**config.mk**
```make
export PLATFORM = sky130hd
export DESIGN_NAME = unsigned_to_base_digits_unit
export DESIGN_NICKNAME = d
export VERILOG_FILES = /design/src/design/ubd_pkg.sv /design/src/design/unsigned_to_base_digits_unit.sv /design/src/design/ubd_divider.sv
export SDC_FILE = /design/constraint.sdc
export NUM_CORES = 1
export LEC_CHECK = 0
export BUFFER_PORTS_ARGS = -buffer_cell sky130_fd_sc_hd__buf_2
export CAP_MARGIN = 30
export CORE_MARGIN = 2
export CORE_UTILIZATION = 61
export CTS_CLUSTER_DIAMETER = 60
export CTS_CLUSTER_SIZE = 30
export DETAILED_ROUTE_END_ITERATION = 8
export PLACE_DENSITY = 0.82
export SYNTH_ARGS = -nofsm -noshare
export SYNTH_HDL_FRONTEND = slang
export SYNTH_SLANG_ARGS = --single-unit
```
**constraint.sdc**
```tcl
create_clock -name clk -period 7.9 [get_ports clk]
set_clock_uncertainty 0.2 [all_clocks]
set_input_delay 1.185 -clock clk [delete_from_list [all_inputs] [get_ports clk]]
set_output_delay 1.185 -clock clk [all_outputs]
set_load 0.1 [all_outputs]
```
**src/design/ubd_pkg.sv**
```systemverilog
// Package for the unsigned-to-base-digits converter: state encoding,
// control/status structs, digit glyph and base clamp helpers.
// No dependencies.
`default_nettype none

package ubd_pkg;

  // Widths fixed by the register and the digit format
  localparam int RADIX_W   = 5;
  localparam int DIGIT_W   = 4;
  localparam int CHAR_W    = 7;
  // Dividend bits consumed by the divider per cycle
  localparam int STEP_BITS = 4;

  localparam logic [RADIX_W-1:0] RADIX_RESET = 5'd10;
  localparam logic [RADIX_W-1:0] BASE_MIN    = 5'd2;
  localparam logic [RADIX_W-1:0] BASE_MAX    = 5'd16;
  localparam logic [DIGIT_W-1:0] DIGIT_TEN   = 4'd10;
  localparam logic [CHAR_W-1:0]  CHAR_ZERO   = 7'h30;
  localparam logic [CHAR_W-1:0]  CHAR_LOW_A  = 7'h61;

  typedef enum logic [2:0] {
    ST_IDLE,
    ST_DIV,
    ST_RD,
    ST_LOAD,
    ST_SEND
  } state_t;

  // Top level to divider
  typedef struct packed {
    logic               start;
    logic [RADIX_W-1:0] base;
  } div_ctrl_t;

  // Divider to top level
  typedef struct packed {
    logic done;
    logic quot_zero;
  } div_stat_t;

  // Clamp the register to a usable base: below two acts as two, above sixteen as sixteen
  function automatic logic [RADIX_W-1:0] eff_base(input logic [RADIX_W-1:0] radix);
    logic [RADIX_W-1:0] b;
    b = radix;
    if (radix < BASE_MIN) begin
      b = BASE_MIN;
    end else if (radix > BASE_MAX) begin
      b = BASE_MAX;
    end
    return b;
  endfunction

  // Digit value to ASCII: 0-9 then lower-case a-f
  function automatic logic [CHAR_W-1:0] glyph(input logic [DIGIT_W-1:0] d);
    logic [CHAR_W-1:0] c;
    if (d < DIGIT_TEN) begin
      c = CHAR_ZERO + CHAR_W'(d);
    end else begin
      c = CHAR_LOW_A + CHAR_W'(d - DIGIT_TEN);
    end
    return c;
  endfunction

endpackage

`default_nettype wire

```
**src/design/unsigned_to_base_digits_unit.sv**
```systemverilog
// Unsigned-to-base-digits converter: one value in, its digits out MSB first.
// All digits are first produced by the shared divider, four value bits per step; emission
// then takes each through the read, load and send states, waiting in send for out_tready.
// One item at a time.
// Synchronous active-low reset: idle, radix 10; the digit store is not cleared.
// Depends on ubd_pkg and ubd_divider.
`default_nettype none

module unsigned_to_base_digits_unit #(
  parameter int VALUE_BITS = 64,
  parameter int MAX_DIGITS = 64
) (
  input  wire                          clk,
  input  wire                          rst_n,
  // Configuration: radix
  input  wire                          cfg_valid,
  output logic                         cfg_ready,
  input  wire  [ubd_pkg::RADIX_W-1:0]  cfg_data,
  // Input stream
  input  wire                          in_tvalid,
  output logic                         in_tready,
  input  wire  [63:0]                  in_tdata,   // [63:0] number_in
  // Result stream
  output logic                         out_tvalid,
  input  wire                          out_tready,
  output logic [7:0]                   out_tdata,  // [6:0] digit_char, [7] zero
  output logic                         out_tlast   // last_digit
);
  import ubd_pkg::*;

  localparam int AW = $clog2(MAX_DIGITS);
  localparam int TW = $clog2(MAX_DIGITS + 1);

  state_t             state_r, state_nxt;
  logic [RADIX_W-1:0] radix_r;
  logic [TW-1:0]      total_r, total_nxt;
  logic [AW-1:0]      rd_ptr_r, rd_ptr_nxt;
  logic               out_valid_r, out_valid_nxt;
  logic [CHAR_W-1:0]  out_char_r, out_char_nxt;
  logic               out_last_r, out_last_nxt;
  logic [DIGIT_W-1:0] rd_data_r;
  logic [DIGIT_W-1:0] digit_mem [MAX_DIGITS];

  div_ctrl_t             div_ctrl;
  div_stat_t             div_stat;
  logic [VALUE_BITS-1:0] div_value;
  logic [VALUE_BITS-1:0] div_quot;
  logic [DIGIT_W-1:0]    div_rem;

  logic          in_acc;
  logic          out_acc;
  logic          mem_we;
  logic          finish;
  logic [TW-1:0] total_inc;

  ubd_divider #(
    .VALUE_BITS (VALUE_BITS)
  ) u_div (
    .clk     (clk),
    .rst_n   (rst_n),
    .ctrl_i  (div_ctrl),
    .value_i (div_value),
    .stat_o  (div_stat),
    .quot_o  (div_quot),
    .rem_o   (div_rem)
  );

  assign in_acc    = in_tvalid && in_tready;
  assign out_acc   = out_tvalid && out_tready;
  assign total_inc = total_r + TW'(1);
  assign finish    = div_stat.quot_zero || (total_inc == TW'(MAX_DIGITS));
  assign mem_we    = (state_r == ST_DIV) && div_stat.done;

  // Next state
  always_comb begin
    state_nxt = state_r;
    unique case (state_r)
      ST_IDLE: if (in_acc) state_nxt = ST_DIV;
      ST_DIV:  if (div_stat.done && finish) state_nxt = ST_RD;
      ST_RD:   state_nxt = ST_LOAD;
      ST_LOAD: state_nxt = ST_SEND;
      ST_SEND: begin
        if (out_tready) state_nxt = out_last_r ? ST_IDLE : ST_RD;
      end
      default: state_nxt = ST_IDLE;
    endcase
  end

  // Outputs and datapath control
  always_comb begin
    in_tready      = (state_r == ST_IDLE);
    div_ctrl.base  = eff_base(radix_r);
    div_ctrl.start = in_acc || (mem_we && !finish);
    div_value      = (state_r == ST_IDLE) ? in_tdata[VALUE_BITS-1:0] : div_quot;

    total_nxt     = total_r;
    rd_ptr_nxt    = rd_ptr_r;
    out_valid_nxt = out_valid_r;
    out_char_nxt  = out_char_r;
    out_last_nxt  = out_last_r;

    if (in_acc) begin
      total_nxt = '0;
    end
    if (mem_we) begin
      total_nxt = total_inc;
      if (finish) rd_ptr_nxt = total_r[AW-1:0];
    end
    if (state_r == ST_LOAD) begin
      out_valid_nxt = 1'b1;
      out_char_nxt  = glyph(rd_data_r);
      out_last_nxt  = (rd_ptr_r == '0);
    end
    if (out_acc) begin
      out_valid_nxt = 1'b0;
      if (!out_last_r) rd_ptr_nxt = rd_ptr_r - AW'(1);
    end
  end

  // Control registers
  always_ff @(posedge clk) begin
    if (!rst_n) begin
      state_r     <= ST_IDLE;
      radix_r     <= RADIX_RESET;
      total_r     <= '0;
      out_valid_r <= 1'b0;
    end else begin
      state_r     <= state_nxt;
      total_r     <= total_nxt;
      out_valid_r <= out_valid_nxt;
      if (cfg_valid && cfg_ready) radix_r <= cfg_data;
    end
  end

  // Payload registers
  always_ff @(posedge clk) begin
    rd_ptr_r   <= rd_ptr_nxt;
    out_char_r <= out_char_nxt;
    out_last_r <= out_last_nxt;
  end

  // Digit store, least significant digit at index zero
  always_ff @(posedge clk) begin
    if (mem_we) digit_mem[total_r[AW-1:0]] <= div_rem;
    rd_data_r <= digit_mem[rd_ptr_r];
  end

  assign cfg_ready  = 1'b1;
  assign out_tvalid = out_valid_r;
  assign out_tdata  = {1'b0, out_char_r};
  assign out_tlast  = out_last_r;

`ifndef SYNTHESIS
  // A result beat is offered only in the send state
  a_valid_in_send: assert property (@(posedge clk) disable iff (!rst_n)
    out_tvalid |-> (state_r == ST_SEND))
    else $error("result valid outside send state");
  // Digit count never passes the store depth
  a_total_range: assert property (@(posedge clk) disable iff (!rst_n)
    total_r <= TW'(MAX_DIGITS))
    else $error("digit count beyond store depth");
  // Leaving division always starts emission from the top digit
  a_div_to_rd: assert property (@(posedge clk) disable iff (!rst_n)
    (mem_we && finish) |=> (state_r == ST_RD && TW'(rd_ptr_r) == total_r - TW'(1)))
    else $error("emission does not start at most significant digit");
  // The last beat returns the block to idle
  a_last_to_idle: assert property (@(posedge clk) disable iff (!rst_n)
    (out_acc && out_tlast) |=> (state_r == ST_IDLE))
    else $error("block not idle after last digit");
`endif

endmodule

`default_nettype wire

```
**src/design/ubd_divider.sv**
```systemverilog
// Iterative divider: divides a value by a small base (2..16), four dividend
// bits per cycle, giving quotient and remainder. Depends on ubd_pkg.
`default_nettype none

module ubd_divider #(
  parameter int VALUE_BITS = 64
) (
  input  wire                           clk,
  input  wire                           rst_n,
  input  ubd_pkg::div_ctrl_t            ctrl_i,
  input  wire  [VALUE_BITS-1:0]         value_i,
  output ubd_pkg::div_stat_t            stat_o,
  output logic [VALUE_BITS-1:0]         quot_o,
  output logic [ubd_pkg::DIGIT_W-1:0]   rem_o
);
  import ubd_pkg::*;

  localparam int CHUNKS = (VALUE_BITS + STEP_BITS - 1) / STEP_BITS;
  localparam int PAD    = CHUNKS * STEP_BITS;
  localparam int CW     = $clog2(CHUNKS + 1);

  logic [PAD-1:0]     acc_r, acc_nxt;
  logic [DIGIT_W-1:0] rem_r, rem_nxt;
  logic [RADIX_W-1:0] base_r, base_nxt;
  logic [CW-1:0]      cnt_r, cnt_nxt;
  logic               done_r, done_nxt;

  logic [RADIX_W-1:0]   part;
  logic [RADIX_W-1:0]   trial;
  logic [STEP_BITS-1:0] qbits;

  // One radix-16 step: four restoring subtract steps on a 5-bit partial remainder
  always_comb begin
    part  = RADIX_W'(rem_r);
    trial = '0;
    qbits = '0;
    for (int i = 0; i < STEP_BITS; i++) begin
      trial = {part[DIGIT_W-1:0], acc_r[PAD-1-i]};
      if (trial >= base_r) begin
        trial = trial - base_r;
        qbits[STEP_BITS-1-i] = 1'b1;
      end
      part = trial;
    end
  end

  // Next values: load on start, step while count runs
  always_comb begin
    acc_nxt  = acc_r;
    rem_nxt  = rem_r;
    base_nxt = base_r;
    cnt_nxt  = cnt_r;
    done_nxt = 1'b0;
    if (ctrl_i.start) begin
      acc_nxt  = PAD'(value_i);
      rem_nxt  = '0;
      base_nxt = ctrl_i.base;
      cnt_nxt  = CW'(CHUNKS);
    end else if (cnt_r != '0) begin
      acc_nxt  = {acc_r[PAD-STEP_BITS-1:0], qbits};
      rem_nxt  = part[DIGIT_W-1:0];
      cnt_nxt  = cnt_r - CW'(1);
      done_nxt = (cnt_r == CW'(1));
    end
  end

  always_ff @(posedge clk) begin
    if (!rst_n) begin
      cnt_r  <= '0;
      done_r <= 1'b0;
    end else begin
      cnt_r  <= cnt_nxt;
      done_r <= done_nxt;
    end
  end

  // Payload registers, no reset
  always_ff @(posedge clk) begin
    acc_r  <= acc_nxt;
    rem_r  <= rem_nxt;
    base_r <= base_nxt;
  end

  assign quot_o           = acc_r[VALUE_BITS-1:0];
  assign rem_o            = rem_r;
  assign stat_o.done      = done_r;
  assign stat_o.quot_zero = (acc_r == '0);

`ifndef SYNTHESIS
  // Done pulses in the cycle after the last step
  a_done_after_last: assert property (@(posedge clk) disable iff (!rst_n)
    (cnt_r == CW'(1) && !ctrl_i.start) |=> done_r)
    else $error("divider done missing after last step");
  // Remainder always below the base once a division completes
  a_rem_range: assert property (@(posedge clk) disable iff (!rst_n)
    done_r |-> (RADIX_W'(rem_r) < base_r))
    else $error("divider remainder not below base");
  // Count never exceeds the chunk count
  a_cnt_range: assert property (@(posedge clk) disable iff (!rst_n)
    cnt_r <= CW'(CHUNKS))
    else $error("divider count out of range");
`endif

endmodule

`default_nettype wire

```
### After elaboration in Yosys (flattened, before gate mapping)

Memories as Yosys holds them, arrays and structs flattened. A register that Yosys moved wholly into a read port is not among the register bits.
Index checks and enable logic that the tools add are counted.

| word-level totals | value |
|---|---|
| output and inout bits | 12 |
| RAM bits | 256 |
| input bits | 74 |
| bits in registers | 109 |
| logic and storage cells | 92 |
| memories | 1 |

Memory list:

| memory | depth | bits a word | read ports | clocked after Yosys merged registers in | write ports | RTL line | text |
|---|---|---|---|---|---|---|---|
| digit_mem | 64 | 4 | 1 | 1 | 1 | unsigned_to_base_digits_unit.sv:42 | `logic [DIGIT_W-1:0] digit_mem [MAX_DIGITS];` |

| operators by class | value |
|---|---|
| eq/ne operators | 10 |
| magnitude comparators | 7 |
| mux-type cells | 28 |
| reduce and logical (&&, ||, !) cells | 20 |
| add/subtract/negate cells | 10 |
| bitwise operators | 2 |

Operator list:

| kind | count |
|---|---|
| 64-bit two-way mux | 3 |
| 64-bit logical NOT | 1 |
| 6-bit two-way mux | 4 |
| 7-bit two-way mux | 3 |
| 5-bit greater-or-equal comparator | 4 |
| 4-bit two-way mux | 4 |
| 4-bit subtractor | 4 |
| 5-bit two-way mux | 3 |
| 3-bit one-hot mux with 5 select lines | 1 |
| 3-bit two-way mux | 3 |
| 6-bit by 4-bit adder with 7-bit output (first input constant) | 1 |
| 6-bit by 5-bit adder with 7-bit output (first input constant) | 1 |
| 7-bit by 1-bit adder with 7-bit output (second input constant) | 1 |
| 7-bit equality test (second input constant) | 1 |
| 3-bit by 2-bit equality test with 1-bit output (second input constant) | 2 |
| 6-bit logical NOT | 1 |
| 1-bit two-way mux | 6 |
| 2-bit OR reduction | 3 |
| 6-bit by 1-bit subtractor with 6-bit output (second input constant) | 1 |
| 5-bit by 1-bit equality test with 1-bit output (second input constant) | 1 |
| 5-bit greater-than comparator (second input constant) | 1 |
| 1-bit logical AND | 5 |
| 5-bit by 2-bit < comparator with 1-bit output (second input constant) | 1 |
| 5-bit nonzero test | 1 |
| 16 further kinds | 21 |

### Logic depth before layout (Yosys ltp)

| logic depth | value |
|---|---|
| depth after elaboration | 10 |
| mapped depth | 24 |
| mapped depth without buffers | 24 |

### Cells and area by module

From an unflattened synthesis, not the netlist that was laid out.

| unflattened totals | value |
|---|---|
| cell total of the unflattened synthesis | 1137 |
| area, all modules | 17190.2 µm² |

Modules (own cells, without submodules):

| module | times used | area an instance (µm²) | seq. area each (µm²) | cells each |
|---|---|---|---|---|
| unsigned_to_base_digits_unit | 1 | 12863.6 | 8448.1 | 807 |
| ubd_divider | 1 | 4326.6 | 2272.2 | 330 |

### Worst setup path after synthesis

No wires, ideal clock.

| path | value |
|---|---|
| path type | reg2reg |
| from | register total_r[5] |
| to | register u_div.acc_r[0] (netlist: u_div.quot_o[0]) (enable) |
| setup time | 0.574 ns |
| path buffers | 1 |
| stages on the path, launching flop included | 7 |
| required time | 7.126 ns |
| clock period less this slack | 6.723 ns |
| slack | 1.177 ns |
| data arrival time | 5.949 ns |
| cell sequence | dfxtp_1 buf_4 inv_2 or4_1 a221oi_2 nor3_2 o21ai_0 |

| between the ends | value |
|---|---|
| cells in the longest elaborated chain, start to end | 8 |
| elaborated cells on any way between the ends | 9 |
| classes of those cells | 1 x add/sub; 2 x eq/ne; 6 x reduce/logical |

Ends and longest elaborated chain:

| item | RTL line | text |
|---|---|---|
| from (decl) | unsigned_to_base_digits_unit.sv:36 | `logic [TW-1:0] total_r, total_nxt;` |
| from (signal assigned) | unsigned_to_base_digits_unit.sv:129 | `total_r <= total_nxt;` |
| 7-bit by 1-bit adder with 7-bit output (*) | unsigned_to_base_digits_unit.sv:70 | `assign total_inc = total_r + TW'(1);` |
| 7-bit equality test (*) | unsigned_to_base_digits_unit.sv:71 | `assign finish = div_stat.quot_zero \|\| (total_inc == TW'(MAX_DIGITS));` |
| 1-bit logical OR (*) | unsigned_to_base_digits_unit.sv:71 |  |
| 1-bit logical NOT (*) | unsigned_to_base_digits_unit.sv:93 | `div_ctrl.start = in_acc \|\| (mem_we && !finish);` |
| 1-bit logical AND (*) | unsigned_to_base_digits_unit.sv:93 |  |
| 1-bit logical OR (*) | unsigned_to_base_digits_unit.sv:93 |  |
| 2-bit != test (no line) or 2-bit nonzero test (tied branches) | n/a |  |
| 2-bit AND reduction (no line) (*) | n/a |  |
| to (signal assigned) | ubd_divider.sv:79 | `acc_r <= acc_nxt;` |
| to (decl) | ubd_divider.sv:22 | `logic [PAD-1:0] acc_r, acc_nxt;` |

Mark *: on every way between the ends. The rest lies on a longest branch, timed or not.
A chain may end at the register's enable or synchronous reset.

### Worst setup path after layout

| path | value |
|---|---|
| from | register u_div.base_r[1] |
| to | register u_div.rem_r[1] (netlist: u_div.rem_o[1]) |

| between the ends | value |
|---|---|
| cells in the longest elaborated chain, start to end | 8 |
| elaborated cells on any way between the ends | 12 |
| classes of those cells | 4 x add/sub; 4 x order compare; 4 x mux |

Ends and longest elaborated chain:

| item | RTL line | text |
|---|---|---|
| from (decl) | ubd_divider.sv:24 | `logic [RADIX_W-1:0] base_r, base_nxt;` |
| from (signal assigned) | ubd_divider.sv:81 | `base_r <= base_nxt;` |
| 4-bit subtractor or 5-bit greater-or-equal comparator (tied branches) | ubd_divider.sv:40, ubd_divider.sv:39 |  |
| 4-bit two-way mux | ubd_divider.sv:39 | `if (trial >= base_r) begin` |
| 4-bit subtractor or 5-bit greater-or-equal comparator (tied branches) | ubd_divider.sv:40, ubd_divider.sv:39 |  |
| 4-bit two-way mux | ubd_divider.sv:39 |  |
| 5-bit greater-or-equal comparator or 4-bit subtractor (tied branches) | ubd_divider.sv:39, ubd_divider.sv:40 |  |
| 4-bit two-way mux | ubd_divider.sv:39 |  |
| 4-bit subtractor or 5-bit greater-or-equal comparator (tied branches) | ubd_divider.sv:40, ubd_divider.sv:39 |  |
| 4-bit two-way mux (*) | ubd_divider.sv:39 |  |
| to (signal assigned) | ubd_divider.sv:80 | `rem_r <= rem_nxt;` |
| to (decl) | ubd_divider.sv:23 | `logic [DIGIT_W-1:0] rem_r, rem_nxt;` |

Marks and branches as above.

==> flow_summary.json <==
{
  "drtIter0Drc": 1163,
  "final_common_cell": "edfxtp_1",
  "cts-hold-fix-buffers": 0,
  "synth_warnings": 0,
  "maxSlewHeadroom": 0.343,
  "syn_inst": 994,
  "ys_dominant_reg_cell": "edfxtp_1",
  "min_period_ns": 6.64,
  "vias": 9071,
  "diodes": 0,
  "dp_hpwl_um": 21700,
  "drive_above_1_share": 0.282,
  "fin_util": 0.687,
  "clkSinkCount": 369,
  "start_util": 0.621,
  "post_cts_buffers": 0,
  "final_cell_mix": "edfxtp_1 (333), nor2_1 (96), buf_2 (83), mux4_2 (73), mux2_2 (46)",
  "grt_pass1_vias": 9138,
  "synth.distinct_cells": 60,
  "synth_seq_area_share": 0.662,
  "die_h_um": 167,
  "cts_resized": 0,
  "cts_tree": "yes",
  "reg2reg_depth": 22,
  "grt_overflow": 0,
  "htreeDepth": 1,
  "synthMuxAreaShare": 0.168,
  "p_leak_nw": 6.11,
  "synth_edf_count": 333,
  "wirelength_um": 33700,
  "drcViolationCount": 0,
  "required_ns": 8.15,
  "vias_per_cell": 6.38,
  "synth-compound-area-share": 0.0422,
  "fp.dieW_um": 167,
  "drv_cap": 0,
  "drv_slew": 0,
  "die_area_um2": 27900,
  "worstSetupEndpointType": "flop",
  "synth_area_um2": 16200,
  "syn_nets": 1102,
  "cts_made_buffers": 25,
  "grt_pass1_wl_um": 53000,
  "synth_simple_gate_area_share": 0.0700,
  "place.port_buffers": 83,
  "num_io_pins": 86,
  "hold_violations": 0,
  "hold_path_class": "flop to flop",
  "wl_per_cell_um": 23.7,
  "path_clk_slew_ns": 0.09,
  "ys_seq_elements": 369,
  "synth-adder-area-share": 0.0281,
  "floorplan.core_area_um2": 26100,
  "syn_avg_cell_area_um2": 16.3,
  "antenna_found_initial": 1,
  "min_delay_path_depth": 2,
  "clk_latency_ns": 0.57,
  "ant_nets": 0,
  "cts_root_buf": "clkbuf_16",
  "synth.top_cell.area_share": 0.618,
  "worst_slew_pin_slew_ns": 0.976,
  "setup_viol": 0,
  "max_freq_mhz": 151,
  "ir_drop_uv": 278,
  "synth_area_leader_cell": "edfxtp_1",
  "area_growth_pct": 10.5,
  "row_count": 59,
  "critPathKind": "flop to flop",
  "fin_setup_tns_ns": 0,
  "final_nets": 1176,
  "async_reset_ff_frac": 0,
  "powerDensity_nw_per_um2": 383,
  "startpoint_type": "flop",
  "clockBufferDepth": 3,
  "regToRegSetupSlack_ns": 1.26,
  "drt_pre_antenna_iters": 6,
  "period_share": 0.841,
  "synth_top_family_by_area": "multiplexers",
  "synth_area_leaders": "edfxtp_1 (62%), mux4_2 (10%), dfxtp_1 (4.5%), mux2_2 (3.2%), ha_1 (2.3%)",
  "grt_setup_unrepaired": "false",
  "synth_xor_area_frac": 0.00866,
  "gp_congestion": 0.889,
  "status": "completed",
  "grt_max_degree": 68,
  "worstPathArrival_ns": 6.90,
  "path_max_fanout": 7,
  "grtUsageTotal": 0.247
}
-- area by class of cell --
| cell class | count | area (µm²) |
|---|---|---|
| flip-flops and latches | 369 | 10700 |
| fillers | 1639 | 8170 |
| multi-input cells | 552 | 5150 |
| clock buffers | 25 | 626 |
| repair buffers | 93 | 503 |
| well taps | 335 | 419 |
| clock inverters | 21 | 360 |
| inverters | 27 | 101 |
-- routing by layer --
metal / up-vias / global-route usage / share of wire
li1: 4037 / - / -
met1: 4543 / 0.347 / 0.40
met2: 412 / 0.400 / 0.49
met3: 77 / 0.0413 / 0.076
met4: 2 / 0.0840 / 0.032
met5: - / 0 / 0.00033
-- power by group --
group	total [mW]	switching, mW	leakage, nW	internal (mW)
Combinational	2.48	1.38	2.24	1.10
Clock	1.49	0.812	0.466	0.675
Sequential	2.88	0.199	3.40	2.68
-- final timing paths --
kind,startpoint,end
worst max register to register,u_div.base_r[1]$_SDFFCE_PP1N_,u_div.rem_o[1]$_SDFFE_PN0P_
worst min register to register,u_div.cnt_r[1]$_SDFFE_PP0P_,u_div.cnt_r[1]$_SDFFE_PP0P_
worst max-delay path,u_div.base_r[1]$_SDFFCE_PP1N_,u_div.rem_o[1]$_SDFFE_PN0P_
worst min-delay path,u_div.cnt_r[1]$_SDFFE_PP0P_,u_div.cnt_r[1]$_SDFFE_PP0P_
-- state kept, by name, summed over array words and instances, names as in the netlist, 5 cells and up --
signal        flops
rd_ptr_r          6
u_div.base_r      5
u_div.quot_o     64
total_r           7
out_char_r        7
u_div.cnt_r       5
radix_r           5
digit_mem       256
-- cells by family after synthesis --
logic type / Yosys count
compound gates: 102
xor+xnor: 16
fa+ha+maj: 34
buf+inv: 73
flops: 369
mux: 163
other cells: 2
simple gates: 235
-- Yosys cell counts, types with 5 or more instances --
| library cell | instances |
|---|---|
| dfxtp_1 | 36 |
| nand3b_1 | 6 |
| mux2_4 | 23 |
| nand4_1 | 8 |
| nand3_1 | 12 |
| nor2b_1 | 13 |
| nor4_1 | 17 |
| nor2_1 | 96 |
| a21boi_0 | 5 |
| or2_2 | 5 |
| xnor2_1 | 12 |
| a21o_1 | 7 |
| nor3_1 | 11 |
| clkbuf_1 | 24 |
| mux2i_1 | 21 |
| ha_1 | 30 |
| nand2_1 | 39 |
| inv_1 | 25 |
| o21ai_0 | 19 |
| a21oi_1 | 28 |
| buf_2 | 11 |
| edfxtp_1 | 333 |
| a211oi_1 | 9 |
| mux2_2 | 46 |
| mux4_2 | 73 |
| and2_1 | 7 |
-- critical path: stages (launching register included) --
cell      delay, ns
edfxtp_1       0.45
inv_1          0.21
ha_1           0.35
and2_1         0.16
a21oi_1        0.09
o21ai_0        0.48
mux2_2         0.42
ha_1           0.35
nand2_1        0.08
o21ai_0        0.29
a31o_2         0.28
mux2i_1        0.36
ha_1           0.27
a21o_1         0.16
a31oi_1        0.05
o21ai_1        0.47
mux2_2         0.40
ha_1           0.29
nand2_1        0.06
o31ai_1        0.55
inv_1          0.19
mux2i_1        0.16
a211oi_1       0.23
-- metrics by stage --
step	total power [mW]	setup WS, ns	std cells	hold WS [ns]	cell area [µm²]
2_1_floorplan	4.80	1.18	994	0.266	16200
3_3_place_gp	5.28	1.69	1375	0.289	16900
3_5_place_dp	5.38	1.37	1376	0.303	16900
4_1_cts	6.86	1.32	1422	0.327	17900
5_1_grt	7.23	0.652	1422	0.341	17900
6_report	6.85	1.26	1422	0.329	17900
(Power assumes the default switching activity.)
